$ cat src/sv/gpb_pkg.sv
// Shared types and constants for the greedy page breaker.
package gpb_pkg;

    // Node kinds
    localparam logic [2:0] KIND_BOX     = 3'd0;
    localparam logic [2:0] KIND_GLUE    = 3'd1;
    localparam logic [2:0] KIND_RULE    = 3'd2;
    localparam logic [2:0] KIND_PENALTY = 3'd3;

    // Configuration register indexes
    localparam logic CFG_PAGE_TARGET     = 1'b0;
    localparam logic CFG_FALLBACK_TARGET = 1'b1;

    // Badness constants in Q16.16: flex 20.0 and delta cap 100.0 (ratio cap 5.0 times the flex)
    localparam logic [22:0] FLEX_Q      = 23'd1310720;
    localparam logic [22:0] RATIO_CAP_Q = 23'd6553600;
    localparam logic [13:0] BAD_MAX     = 14'd10000;
    // ceil(2^18 / 5): exact divide by five for 16-bit operands
    localparam logic [15:0] RECIP5      = 16'd52429;
    // largest value of floor(d^3 / 2^52) with d at the cap
    localparam logic [15:0] CUBE_MAX    = 16'd62500;

    // Badness sequencer steps
    localparam logic [2:0] STEP_NONE  = 3'd0;
    localparam logic [2:0] STEP_DELTA = 3'd1;
    localparam logic [2:0] STEP_SQ    = 3'd2;
    localparam logic [2:0] STEP_LO    = 3'd3;
    localparam logic [2:0] STEP_HI    = 3'd4;
    localparam logic [2:0] STEP_SUM   = 3'd5;
    localparam logic [2:0] STEP_DIV   = 3'd6;

    typedef logic [2:0] t_step;

    typedef struct packed {
        logic  latch;       // capture the incoming request
        logic  place;       // add the node to the running page
        logic  emit;        // close the running page into the snapshot
        logic  emit_final;  // closed page ends the list
        t_step step;        // badness sequencer step
        logic  load_out;    // move snapshot and badness into the output register
    } t_cmd;

    typedef struct packed {
        logic brk;       // node does not fit on the non-empty page
        logic pen_neg;   // node is a negative penalty
        logic last;      // node ends the list
        logic out_free;  // output register can take a page this cycle
    } t_stat;

endpackage

$ cat src/sv/gpb_ctrl.sv
// Controller state machine for the greedy page breaker.
module gpb_ctrl (
    input  logic           i_clk,
    input  logic           i_rst_n,
    input  logic           i_in_valid,
    output logic           o_in_ready,
    input  gpb_pkg::t_stat i_stat,
    output gpb_pkg::t_cmd  o_cmd
);
    import gpb_pkg::*;

    localparam logic [3:0] S_IDLE   = 4'd0;
    localparam logic [3:0] S_DECIDE = 4'd1;
    localparam logic [3:0] S_EMIT   = 4'd2;
    localparam logic [3:0] S_DELTA  = 4'd3;
    localparam logic [3:0] S_SQ     = 4'd4;
    localparam logic [3:0] S_LO     = 4'd5;
    localparam logic [3:0] S_HI     = 4'd6;
    localparam logic [3:0] S_SUM    = 4'd7;
    localparam logic [3:0] S_DIV    = 4'd8;
    localparam logic [3:0] S_LOAD   = 4'd9;

    logic [3:0] r_state, n_state;
    logic       r_fin, n_fin;        // final flag of the pending emit
    logic       r_second, n_second;  // one-node final page still to emit

    always_ff @(posedge i_clk) begin
        if (!i_rst_n) begin
            r_state  <= S_IDLE;
            r_fin    <= 1'b0;
            r_second <= 1'b0;
        end else begin
            r_state  <= n_state;
            r_fin    <= n_fin;
            r_second <= n_second;
        end
    end

    assign o_in_ready = (r_state == S_IDLE);

    always_comb begin
        n_state  = r_state;
        n_fin    = r_fin;
        n_second = r_second;
        o_cmd    = '0;
        o_cmd.step = STEP_NONE;
        unique case (r_state)
            S_IDLE: begin
                if (i_in_valid) begin
                    o_cmd.latch = 1'b1;
                    n_state     = S_DECIDE;
                end
            end
            S_DECIDE: begin
                priority if (i_stat.brk && i_stat.pen_neg) begin
                    // negative penalty joins the closing page
                    o_cmd.place = 1'b1;
                    n_fin       = i_stat.last;
                    n_second    = 1'b0;
                    n_state     = S_EMIT;
                end else if (i_stat.brk) begin
                    // close the page, node opens the next one
                    o_cmd.emit       = 1'b1;
                    o_cmd.emit_final = 1'b0;
                    o_cmd.place      = 1'b1;
                    n_second         = i_stat.last;
                    n_state          = S_DELTA;
                end else begin
                    o_cmd.place = 1'b1;
                    n_fin       = 1'b1;
                    n_second    = 1'b0;
                    n_state     = i_stat.last ? S_EMIT : S_IDLE;
                end
            end
            S_EMIT: begin
                o_cmd.emit       = 1'b1;
                o_cmd.emit_final = r_fin;
                n_state          = S_DELTA;
            end
            S_DELTA: begin
                o_cmd.step = STEP_DELTA;
                n_state    = S_SQ;
            end
            S_SQ: begin
                o_cmd.step = STEP_SQ;
                n_state    = S_LO;
            end
            S_LO: begin
                o_cmd.step = STEP_LO;
                n_state    = S_HI;
            end
            S_HI: begin
                o_cmd.step = STEP_HI;
                n_state    = S_SUM;
            end
            S_SUM: begin
                o_cmd.step = STEP_SUM;
                n_state    = S_DIV;
            end
            S_DIV: begin
                o_cmd.step = STEP_DIV;
                n_state    = S_LOAD;
            end
            S_LOAD: begin
                if (i_stat.out_free) begin
                    o_cmd.load_out = 1'b1;
                    if (r_second) begin
                        n_second = 1'b0;
                        n_fin    = 1'b1;
                        n_state  = S_EMIT;
                    end else begin
                        n_state = S_IDLE;
                    end
                end
            end
            default: n_state = S_IDLE;
        endcase
    end

endmodule

$ cat src/sv/gpb_dpath.sv
// Datapath: running page, page snapshot, badness unit and output register.
module gpb_dpath (
    input  logic           i_clk,
    input  logic           i_rst_n,
    input  logic           i_cfg_we,
    input  logic           i_cfg_index,
    input  logic [30:0]    i_cfg_data,
    input  logic [2:0]     i_node_kind,
    input  logic [31:0]    i_extent,
    input  logic [31:0]    i_depth,
    input  logic [31:0]    i_penalty_value,
    input  logic           i_end_of_list,
    input  gpb_pkg::t_cmd  i_cmd,
    output gpb_pkg::t_stat o_stat,
    output logic           o_out_valid,
    input  logic           i_out_ready,
    output logic [15:0]    o_page_number,
    output logic [15:0]    o_node_count,
    output logic [31:0]    o_page_height,
    output logic [13:0]    o_page_badness,
    output logic           o_final_page
);
    import gpb_pkg::*;

    localparam logic signed [32:0] NegFlex = -$signed({10'b0, FLEX_Q});

    // configuration
    logic [30:0] r_page_target, r_fallback_target;
    logic [30:0] w_target;

    // captured request
    logic signed [33:0] r_space;
    logic               r_pen_neg, r_last;
    logic signed [33:0] w_space;

    // running page
    logic signed [31:0] r_height;
    logic [15:0]        r_count, r_pgnum;

    // closed page snapshot
    logic signed [31:0] r_pg_height;
    logic [15:0]        r_pg_count, r_pg_num;
    logic               r_pg_final;

    // badness unit
    logic [22:0] r_d;
    logic        r_zero, r_over;
    logic [45:0] r_sq, r_plo, r_phi;
    logic [15:0] r_v;
    logic [13:0] r_bad;

    // output register
    logic               r_out_valid;
    logic [15:0]        r_out_num, r_out_cnt;
    logic [31:0]        r_out_hgt;
    logic [13:0]        r_out_bad;
    logic               r_out_fin;

    logic signed [34:0] w_fit_sum, w_place_sum;
    logic signed [31:0] w_base_h, w_place_h;
    logic [15:0]        w_base_c;
    logic signed [32:0] w_delta;
    logic [32:0]        w_abs;
    logic [22:0]        w_mul_a, w_mul_b;
    logic [45:0]        w_prod;
    logic [68:0]        w_cube;
    logic [13:0]        w_q;

    assign w_target = (r_page_target != '0) ? r_page_target : r_fallback_target;

    always_ff @(posedge i_clk) begin
        if (!i_rst_n) begin
            r_page_target     <= '0;
            r_fallback_target <= '0;
        end else if (i_cfg_we) begin
            unique case (i_cfg_index)
                CFG_PAGE_TARGET:     r_page_target     <= i_cfg_data;
                CFG_FALLBACK_TARGET: r_fallback_target <= i_cfg_data;
                default: ;
            endcase
        end
    end

    // space a node takes on the page
    always_comb begin
        unique case (i_node_kind)
            KIND_BOX, KIND_RULE:
                w_space = {{2{i_extent[31]}}, i_extent} + {{2{i_depth[31]}}, i_depth};
            KIND_GLUE:
                w_space = {{2{i_extent[31]}}, i_extent};
            default:
                w_space = '0;
        endcase
    end

    always_ff @(posedge i_clk) begin
        if (i_cmd.latch) begin
            r_space   <= w_space;
            r_pen_neg <= (i_node_kind == KIND_PENALTY) && i_penalty_value[31];
            r_last    <= i_end_of_list;
        end
    end

    // break test on the exact sum
    assign w_fit_sum = {{3{r_height[31]}}, r_height} + {r_space[33], r_space};
    assign o_stat.brk     = (r_count != '0) && (w_fit_sum > $signed({4'b0, w_target}));
    assign o_stat.pen_neg = r_pen_neg;
    assign o_stat.last    = r_last;
    assign o_stat.out_free = !r_out_valid || i_out_ready;

    // placement starts from an empty page when the page closes in the same cycle
    assign w_base_h    = i_cmd.emit ? '0 : r_height;
    assign w_base_c    = i_cmd.emit ? '0 : r_count;
    assign w_place_sum = {{3{w_base_h[31]}}, w_base_h} + {r_space[33], r_space};

    always_comb begin
        if (w_place_sum > 35'sh7FFFFFFF)
            w_place_h = 32'sh7FFFFFFF;
        else if (w_place_sum < -35'sh80000000)
            w_place_h = 32'sh80000000;
        else
            w_place_h = w_place_sum[31:0];
    end

    always_ff @(posedge i_clk) begin
        if (!i_rst_n) begin
            r_height <= '0;
            r_count  <= '0;
            r_pgnum  <= '0;
        end else begin
            if (i_cmd.place) begin
                r_height <= w_place_h;
                r_count  <= (w_base_c == 16'hFFFF) ? w_base_c : w_base_c + 16'd1;
            end else if (i_cmd.emit) begin
                r_height <= '0;
                r_count  <= '0;
            end
            if (i_cmd.emit)
                r_pgnum <= i_cmd.emit_final ? '0 : r_pgnum + 16'd1;
        end
    end

    always_ff @(posedge i_clk) begin
        if (i_cmd.emit) begin
            r_pg_height <= r_height;
            r_pg_count  <= r_count;
            r_pg_num    <= r_pgnum;
            r_pg_final  <= i_cmd.emit_final;
        end
    end

    // badness: d^3 / (5 * 2^52), limited to BAD_MAX, with one shared 23x23 multiplier
    assign w_delta = $signed({2'b0, w_target}) - $signed({r_pg_height[31], r_pg_height});
    assign w_abs   = w_delta[32] ? 33'(-w_delta) : 33'(w_delta);

    always_comb begin
        unique case (i_cmd.step)
            STEP_SQ: begin
                w_mul_a = r_d;
                w_mul_b = r_d;
            end
            STEP_LO: begin
                w_mul_a = r_sq[22:0];
                w_mul_b = r_d;
            end
            STEP_HI: begin
                w_mul_a = r_sq[45:23];
                w_mul_b = r_d;
            end
            STEP_DIV: begin
                w_mul_a = {7'b0, r_v};
                w_mul_b = {7'b0, RECIP5};
            end
            default: begin
                w_mul_a = '0;
                w_mul_b = '0;
            end
        endcase
    end

    assign w_prod = w_mul_a * w_mul_b;
    assign w_cube = {r_phi, 23'b0} + {23'b0, r_plo};
    assign w_q    = w_prod[31:18];

    always_ff @(posedge i_clk) begin
        unique case (i_cmd.step)
            STEP_DELTA: begin
                r_zero <= (w_delta == '0);
                r_over <= (w_delta < NegFlex);
                r_d    <= (w_abs > {10'b0, RATIO_CAP_Q}) ? RATIO_CAP_Q : w_abs[22:0];
            end
            STEP_SQ:  r_sq  <= w_prod;
            STEP_LO:  r_plo <= w_prod;
            STEP_HI:  r_phi <= w_prod;
            STEP_SUM: r_v   <= w_cube[67:52];
            STEP_DIV: begin
                if (r_zero)
                    r_bad <= '0;
                else if (r_over || (w_q > BAD_MAX))
                    r_bad <= BAD_MAX;
                else
                    r_bad <= w_q;
            end
            default: ;
        endcase
    end

    // output register
    always_ff @(posedge i_clk) begin
        if (!i_rst_n) begin
            r_out_valid <= 1'b0;
        end else if (i_cmd.load_out) begin
            r_out_valid <= 1'b1;
        end else if (i_out_ready) begin
            r_out_valid <= 1'b0;
        end
    end

    always_ff @(posedge i_clk) begin
        if (i_cmd.load_out) begin
            r_out_num <= r_pg_num;
            r_out_cnt <= r_pg_count;
            r_out_hgt <= r_pg_height;
            r_out_bad <= r_bad;
            r_out_fin <= r_pg_final;
        end
    end

    assign o_out_valid    = r_out_valid;
    assign o_page_number  = r_out_num;
    assign o_node_count   = r_out_cnt;
    assign o_page_height  = r_out_hgt;
    assign o_page_badness = r_out_bad;
    assign o_final_page   = r_out_fin;

    a_emit_nonempty: assert property (@(posedge i_clk) disable iff (!i_rst_n)
        i_cmd.emit |-> (r_count != '0))
        else $error("page closed with no nodes");

    a_load_free: assert property (@(posedge i_clk) disable iff (!i_rst_n)
        i_cmd.load_out |-> (!r_out_valid || i_out_ready))
        else $error("output register overwritten");

    a_cube_range: assert property (@(posedge i_clk) disable iff (!i_rst_n)
        (i_cmd.step == STEP_DIV) |-> (r_v <= CUBE_MAX))
        else $error("cube exceeds capped ratio");

    a_bad_range: assert property (@(posedge i_clk) disable iff (!i_rst_n)
        i_cmd.load_out |=> (r_out_bad <= BAD_MAX))
        else $error("badness above limit");

endmodule

$ cat src/sv/greedy_page_breaker_top.sv
// Top level of the greedy page breaker: controller plus datapath.
//
//  channel   direction  handshake                   payload
//  -------   ---------  --------------------------  -----------------------------------------
//  in        input      i_in_valid / o_in_ready     i_node_kind, i_extent, i_depth,
//                                                   i_penalty_value, i_end_of_list
//  out       output     o_out_valid / i_out_ready   o_page_number, o_node_count,
//                                                   o_page_height, o_page_badness, o_final_page
//  cfg       input      i_cfg_we (no wait)          i_cfg_index, i_cfg_data
//
// A node that closes no page goes through accept and fit test. A closed page then goes through
// the badness sequencer (6 steps, the square, partial products and divide by five sharing one
// 23x23 multiplier, then the load), after an emit step of its own when it is not closed in the
// fit test. One request is in flight; the output register holds a page while the next
// request is accepted, and a full output register stalls the final load step. Reset is
// synchronous, active low: clears running page, page index, targets and output valid.
module greedy_page_breaker_top (
    input  logic        i_clk,
    input  logic        i_rst_n,
    // configuration writes
    input  logic        i_cfg_we,
    input  logic        i_cfg_index,
    input  logic [30:0] i_cfg_data,
    // node requests
    input  logic        i_in_valid,
    output logic        o_in_ready,
    input  logic [2:0]  i_node_kind,
    input  logic [31:0] i_extent,
    input  logic [31:0] i_depth,
    input  logic [31:0] i_penalty_value,
    input  logic        i_end_of_list,
    // closed pages
    output logic        o_out_valid,
    input  logic        i_out_ready,
    output logic [15:0] o_page_number,
    output logic [15:0] o_node_count,
    output logic [31:0] o_page_height,
    output logic [13:0] o_page_badness,
    output logic        o_final_page
);
    import gpb_pkg::*;

    t_cmd  w_cmd;
    t_stat w_stat;

    // Sequencer: accept, fit test, page close and badness steps.
    gpb_ctrl u_ctrl (
        .i_clk      (i_clk),
        .i_rst_n    (i_rst_n),
        .i_in_valid (i_in_valid),
        .o_in_ready (o_in_ready),
        .i_stat     (w_stat),
        .o_cmd      (w_cmd)
    );

    // Running page, snapshot of the closed page, badness arithmetic, output register.
    gpb_dpath u_dpath (
        .i_clk           (i_clk),
        .i_rst_n         (i_rst_n),
        .i_cfg_we        (i_cfg_we),
        .i_cfg_index     (i_cfg_index),
        .i_cfg_data      (i_cfg_data),
        .i_node_kind     (i_node_kind),
        .i_extent        (i_extent),
        .i_depth         (i_depth),
        .i_penalty_value (i_penalty_value),
        .i_end_of_list   (i_end_of_list),
        .i_cmd           (w_cmd),
        .o_stat          (w_stat),
        .o_out_valid     (o_out_valid),
        .i_out_ready     (i_out_ready),
        .o_page_number   (o_page_number),
        .o_node_count    (o_node_count),
        .o_page_height   (o_page_height),
        .o_page_badness  (o_page_badness),
        .o_final_page    (o_final_page)
    );

endmodule
$ cat config.mk
export PLATFORM = sky130hd
export DESIGN_NAME = greedy_page_breaker_top
export DESIGN_NICKNAME = d
export VERILOG_FILES = /design/src/sv/gpb_pkg.sv /design/src/sv/gpb_ctrl.sv /design/src/sv/gpb_dpath.sv /design/src/sv/greedy_page_breaker_top.sv
export SDC_FILE = /design/constraint.sdc
export NUM_CORES = 2
export LEC_CHECK = 0
export ABC_AREA = 1
export BUFFER_PORTS_ARGS = -buffer_cell sky130_fd_sc_hd__buf_2
export CAP_MARGIN = 20
export CORE_MARGIN = 1
export CORE_UTILIZATION = 57
export CTS_BUF_LIST = sky130_fd_sc_hd__clkbuf_16
export CTS_CLUSTER_DIAMETER = 150
export DETAILED_ROUTE_END_ITERATION = 10
export GPL_ROUTABILITY_DRIVEN = 0
export PLACE_DENSITY_LB_ADDON = 0.12
export SYNTH_ARGS = -nofsm -noshare
export SYNTH_HDL_FRONTEND = slang
export SYNTH_SLANG_ARGS = --single-unit
$ cat constraint.sdc
create_clock -name i_clk -period 8.69 [get_ports i_clk]
set_input_delay 0.869 -clock i_clk [delete_from_list [all_inputs] [get_ports i_clk]]
set_output_delay 0.869 -clock i_clk [all_outputs]
set_load 0.02 [all_outputs]
Word-level counts from Yosys, hierarchy flattened:

Index checks and enable logic that the tools add are counted.

* bits in registers: 505
* word-level logic and storage cells: 131
* output and inout bits: 81
* bits of input ports: 137

* add/subtract/negate cells: 8
* muxes and demuxes: 41
* equal/unequal tests: 23
* bitwise operators: 1
* $lt $le $gt $ge: 6
* $mul: 1
* reduce and logical (&&, ||, !) cells: 21

Operators by type and width (count)
* 2-to-1 mux 32 bit: 4
* case mux 23 bit (4 select lines): 1
* adder 32 x 34 -> 35 bit: 2
* adder 68 x 46 -> 68 bit: 1
* case mux 34 bit (2 select lines): 1
* 2-to-1 mux 16 bit: 4
* multiplier 23 x 23 -> 46 bit: 1
* case mux 23 bit (2 select lines): 1
* case mux 4 bit (10 select lines): 1
* > comparator 35 x 32 -> 1 bit: 1
* > comparator 35 x 32 -> 1 bit (second input constant): 1
* less-than comparator 35 x 32 -> 1 bit (second input constant): 1
* adder 32 x 32 -> 33 bit: 1
* > comparator 33 x 23 -> 1 bit (second input constant): 1
* logical NOT 33 bit: 1
* less-than comparator 33 x 22 -> 1 bit (second input constant): 1
* 2-to-1 mux 33 bit: 1
* negator 33 bit: 1
* subtractor 32 x 32 -> 33 bit: 1
* adder 16 x 1 -> 16 bit (second input constant): 2
* 2-to-1 mux 31 bit: 1
* nonzero test 31 bit: 1
* case mux 3 bit (6 select lines): 1
* == test 16 bit (second input constant): 1
* 29 further kinds: 69

Logic depth before layout (Yosys ltp):

* word-level depth: 13
* depth in mapped cells: 49
* mapped depth without buffers: 45

Hierarchy:

A second synthesis with hierarchy kept.

* cell total of the unflattened synthesis: 5633
* area total of the unflattened synthesis: 45613.7 sq um

Modules (own cells, without submodules)
* gpb_dpath: cells each 5553, instances 1, area each 45150.8 sq um, seq. area each 12992.5 sq um
* gpb_ctrl: cells each 80, instances 1, area each 462.9 sq um, seq. area each 120.1 sq um

Least setup slack after synthesis:

No wires, ideal clock.

* path kind: register to register
* start point: reg u_ctrl.r_state[2]
* end point: reg u_dpath.r_phi[44] (data pin)
* arrival: 8.869 ns
* library setup time: 0.273 ns
* setup slack: -0.452 ns
* period minus slack after synthesis: 9.142 ns
* required time: 8.417 ns
* stages on the path, launching flop included: 37
* buffers on the path: 2
* cell sequence: dfxtp_1 -> inv_1 -> nor2_1 -> inv_1 -> nor2_1 -> clkbuf_1 -> a22o_1 -> nor2_1 -> inv_1 -> clkbuf_1 -> nand2_1 -> fa_1 -> fa_1 -> inv_1 -> fa_1 -> inv_1 -> fa_1 -> fa_1 -> inv_1 -> fa_1 -> inv_1 -> fa_1 -> inv_1 -> ha_1 -> a21oi_1 -> o21ai_0 -> a21oi_1 -> nand3_1 -> a21oi_1 -> inv_1 -> nand2_1 -> o211ai_1 -> a21boi_0 -> o21ai_0 -> a21boi_0 -> o21ai_0 -> xor2_1

* longest elaborated chain between the ends: 6
* elaborated cells between the ends (all ways): 15
* those cells by class: 1 x mul; 10 x eq/ne; 3 x mux; 1 x reduce/logical

RTL lines
* start: declaration: RTL line gpb_ctrl.sv:23 `logic [3:0] r_state, n_state;`
* start signal: assignment: RTL line gpb_ctrl.sv:33 `r_state <= n_state;`
* == test 4 bit, or another cell as far along: RTL line gpb_ctrl.sv:47 `unique case (r_state)`
* case mux 3 bit (6 select lines) (*): RTL line gpb_ctrl.sv:47
* == test 3 x 2 -> 1 bit / == test 3 bit (equally long branches): RTL line gpb_dpath.sv:157 `unique case (i_cmd.step)`
* OR reduction 3 bit (no source line)
* case mux 23 bit (2 select lines): RTL line gpb_dpath.sv:157
* multiplier 23 x 23 -> 46 bit (*): RTL line gpb_dpath.sv:181 `assign w_prod = w_mul_a * w_mul_b;`
* named net u_dpath.w_prod[44]: RTL line gpb_dpath.sv:65 `logic [45:0] w_prod;`
* end signal: assignment: RTL line gpb_dpath.sv:194 `STEP_HI: r_phi <= w_prod;`
* end: declaration: RTL line gpb_dpath.sv:48 `logic [45:0] r_sq, r_plo, r_phi;`

The timed path passes the listed nets; every way through them passes the cells marked *.
A chain may end at the register's enable or synchronous reset.

Worst setup path in the final report:

* start point: reg u_ctrl.r_state[2]
* end point: reg u_dpath.r_sq[44] (data pin)

* longest elaborated chain between the ends: 6
* elaborated cells between the ends (all ways): 15
* those cells by class: 1 x mul; 10 x eq/ne; 3 x mux; 1 x reduce/logical

RTL lines
* == test 4 bit, or another cell as far along: RTL line gpb_ctrl.sv:47
* case mux 3 bit (6 select lines) (*): RTL line gpb_ctrl.sv:47
* == test 3 x 2 -> 1 bit / == test 3 bit (equally long branches): RTL line gpb_dpath.sv:157
* OR reduction 3 bit (no source line)
* case mux 23 bit (2 select lines): RTL line gpb_dpath.sv:157
* multiplier 23 x 23 -> 46 bit (*): RTL line gpb_dpath.sv:181
* named net u_dpath.w_prod[44]: RTL line gpb_dpath.sv:65
* end signal: assignment: RTL line gpb_dpath.sv:192 `STEP_SQ: r_sq <= w_prod;`
* end: declaration: RTL line gpb_dpath.sv:48

Marks and branches as above.

==> summary.md <==
| Metric | Value |
|---|---|
| Post-DR wirelength/cell | `about 18 um` |
| I/O Pins | `218` |
| TritonCTS clock tree | `built` |
| Via count | `approximately 38000` |
| Pre-antenna DRT Iters | `6` |
| Residual DRC | `0` |
| Clk pin slew, worst setup/hold paths | `roughly 60 ps` |
| First-pass GRT wire length | `~200000 um` |
| Largest net degree at the start of global routing | `between 90 and 100` |
| Most frequent cells after synthesis | `nand2_1 (1194), inv_1 (996), nor2_1 (627)` |
| Top area cells in the synthesized netlist | `edfxtp_1 (23%), fa_1 (20%), nand2_1 (9.9%)` |
| Die Y | `between 200 and 300 um` |
| CP Max Fanout | `11` |
| Largest family of logic cells by synthesized area | `adder cells` |
| Unique masters post-synth | `53` |
| Worst min-delay path class | `input pin to register` |
| Relative slew margins | `0.269` |
| CP startpoint kind | `register` |
| Post-synth EDFFs | `348` |
| DR vias/cell | `5.50` |
| Die X | `around 280 um` |
| Status | `complete, no violations` |
| CORE AREA | `a little under 0.08 mm2` |
| Slew @ Worst Pin | `approximately 1100 ps` |
| Lkg Pwr | `about 0.024 uW` |
| GRT met1 Usage | `0.404` |
| # rows | `just over 100` |
| Synthesized flop and latch total | `roughly 480` |
| PortBufs | `186` |
| Die area | `0.0804 mm2` |
| H-tree Lvls | `2` |
| Primary FF master, synth | `edfxtp_1` |
| Crit path time final | `8280 ps` |
| Hold Violations, Final | `0` |
| Hold-fix buffers, CTS | `0` |
| Max Cap Viol | `0` |
| Antenna violations before repair | `2` |
| Adder-cell area share of the yosys netlist | `0.295` |
| Peak Freq | `121 MHz` |
| Mux contribution to synthesized area | `0` |
| Number of global-route vias before repair | `between 30000 and 40000` |
| DP Wirelength | `between 100000 and 150000 um` |
| PnR worst setup slack | `between 400 and 500 ps` |
| Layout cells sized above 1 | `0.0918` |
| Gr ovfl total | `0` |
| Most common cell in the synthesized netlist | `nand2_1` |
| Worst-Skew Late Latency | `650 ps` |
| M3 GR Usage | `0.0346` |
| Yosys top cell by area | `edfxtp_1` |
| CP Capture Type | `register` |
| CP arrival | `about 8600 ps` |
| Synth top area share | `0.231` |
| CP Class | `register to register` |
| Register area share after synthesis | `0.290` |
| Synthesized instance count | `between 5000 and 6000` |
| Initial core utilization | `0.579` |
| Critical Path Max Stage Delay | `roughly 550 ps` |
| Critical Path RT | `around 9000 ps` |
| Tcrit/Tclk final | `0.953` |
| Synth-to-Final Area Change | `11.1%` |
| Clock Skews | `about 70 ps` |
| Longest Clk Path Bufs | `3` |
| Pwr/cell area | `around 130 mW/mm2` |
| Drt total wl | `about 130000 um` |
| Synthesized area per cell | `8.20 um2` |
| Met2 Track Usage GR | `0.533` |
| Slowest cell on the critical path | `fa_1` |
| Worst slack, placed | `between 20 and 25 ps` |
| Post-Synth XOR/XNOR Area | `0.0308` |
| Warnings from Yosys | `0` |
| Sum of negative setup slack | `0 ps` |
| Post-Syn Area | `0.0452 mm2` |
| Most used routing layer | `met2` |
| Setup violations, final | `0` |
| Root buf cell | `clkbuf_16` |
| Clk sinks | `481` |
| Slew Viols, Final | `0` |
| # nets final | `6721` |
| Total GRT Usage | `0.314` |
| Initial DRC count | `2723` |
| DRT antenna net count | `0` |
| Async set-reset flop share out of synthesis | `0` |
| Total CTS buffers | `just over 50` |
| Compound-Gate Fraction of Synth Area | `0.0894` |
| Simple-Gate Fraction of Synth Area | `0.198` |
| Worst IR Drop VDD | `around 0.00016 V` |
| Syn nets | `approximately 6400` |
-- kinds of logic (layout without fill, tap and decap cells) --
family                     count (synthesis)  after routing
and+or+nand+nor                         2188           2189
buffers and inverters                   1152           1469
adders and majority gates                799            799
AOI/OAI and AO/OA                        732            732
DFF                                      481            481
xor gates and xnor gates                 156            156
other                                      0              1
-- through the flow --
stage	hold slack, ps	power (uW)	instances	cell area (um2)	util
final	397	6370	6867	50200	0.643
after global routing	379	6690	6867	50200	0.643
after CTS	370	6390	6858	50000	0.641
after detailed placement	405	4190	6764	48300	0.620
after global placement	401	4170	6763	48300	0.619
after floorplan	400	3780	5508	45200	-
-- critical path, delay by kind of cell (launching register included) --
kind            cells  cell delay (ps)
flops               1              320
compound gates     10             1570
simple gates        5              590
xor+xnor            1              170
fa+ha+maj           8             3740
buf+inv            13             1580
-- sequential cells by signal (all words and copies together), names as in the netlist, 16 cells and up --
name,flops
u_dpath.r_d,23
u_dpath.r_phi,45
u_dpath.r_v,16
u_dpath.o_page_number,16
u_dpath.r_page_target,31
u_dpath.r_plo,23
u_dpath.r_pg_num,16
u_dpath.r_count,16
u_dpath.o_page_height,32
u_dpath.r_space,33
u_dpath.o_node_count,16
u_dpath.r_sq,46
u_dpath.r_pg_count,16
u_dpath.r_fallback_target,31
u_dpath.r_pg_height,32
u_dpath.r_pgnum,16
u_dpath.r_height,32
-- report_power, final --
group | total [uW] | switching, uW | internal [uW] | leakage (uW)
clock | 2190 | 936 | 1260 | 0.000869
sequential | 2630 | 84.5 | 2550 | 0.00429
combinational | 1550 | 1010 | 533 | 0.0192
total | 6370 | 2030 | 4340 | 0.0244
-- timing repair --
item	in CTS	in global routing
gates resized for setup	4	24
cloned	0	1
setup endpoints to repair	9	46
endpoints found under the hold margin	0	0
pin swaps	0	4
buffers inserted	0	7
-- layer usage --
metal	part of all wire	vias up
met2	0.48	1414
li1	-	18000
met3	0.070	331
met1	0.40	18000
met4	0.052	0
met5	0	-
-- final timing paths --
check                                      end  cells after the start  slack (ps)                       startpoint
min                   u_dpath.r_last$_DFFE_PP_                      1         400                    i_end_of_list
max reg2reg         u_dpath.r_sq[44]$_DFFE_PN_                     37         410   u_ctrl.r_state[2]$_SDFFE_PN0P_
max                 u_dpath.r_sq[44]$_DFFE_PN_                     37         410   u_ctrl.r_state[2]$_SDFFE_PN0P_
min reg2reg  u_dpath.o_node_count[6]$_DFFE_PP_                      0         410  u_dpath.r_pg_count[6]$_DFFE_PP_
-- placed cells by master (no fill, tap or decap), types with 8 or more instances in the layout --
cell	count
a21oi_1	347
a22o_1	27
a31oi_1	17
buf_12	13
buf_2	186
buf_4	159
clkbuf_16	51
clkinv_1	18
clkinv_2	9
dfxtp_1	133
edfxtp_1	348
fa_1	442
ha_1	357
inv_1	1003
inv_2	11
nand2_1	1192
nand2_2	8
nand3_1	163
nand3_2	8
nand4_1	63
nor2_1	621
nor2_2	36
nor3_1	44
nor4_1	18
o211ai_1	12
o21a_1	12
o21ai_0	239
o21ai_1	8
o21bai_1	20
or2_2	9
xnor2_1	66
xor2_1	84
-- layout make-up --
class	instances	area [um2]
Fill cell	6720	27800
Antenna cell	1	2.50
Clock inverter	43	432
Sequential cell	481	13100
Tap cell	1040	1300
Clock buffer	51	1280
Timing Repair Buffer	361	2430
Inverter	1014	3810
Multi-Input combinational cell	3876	27800
(Power assumes the default switching activity.)
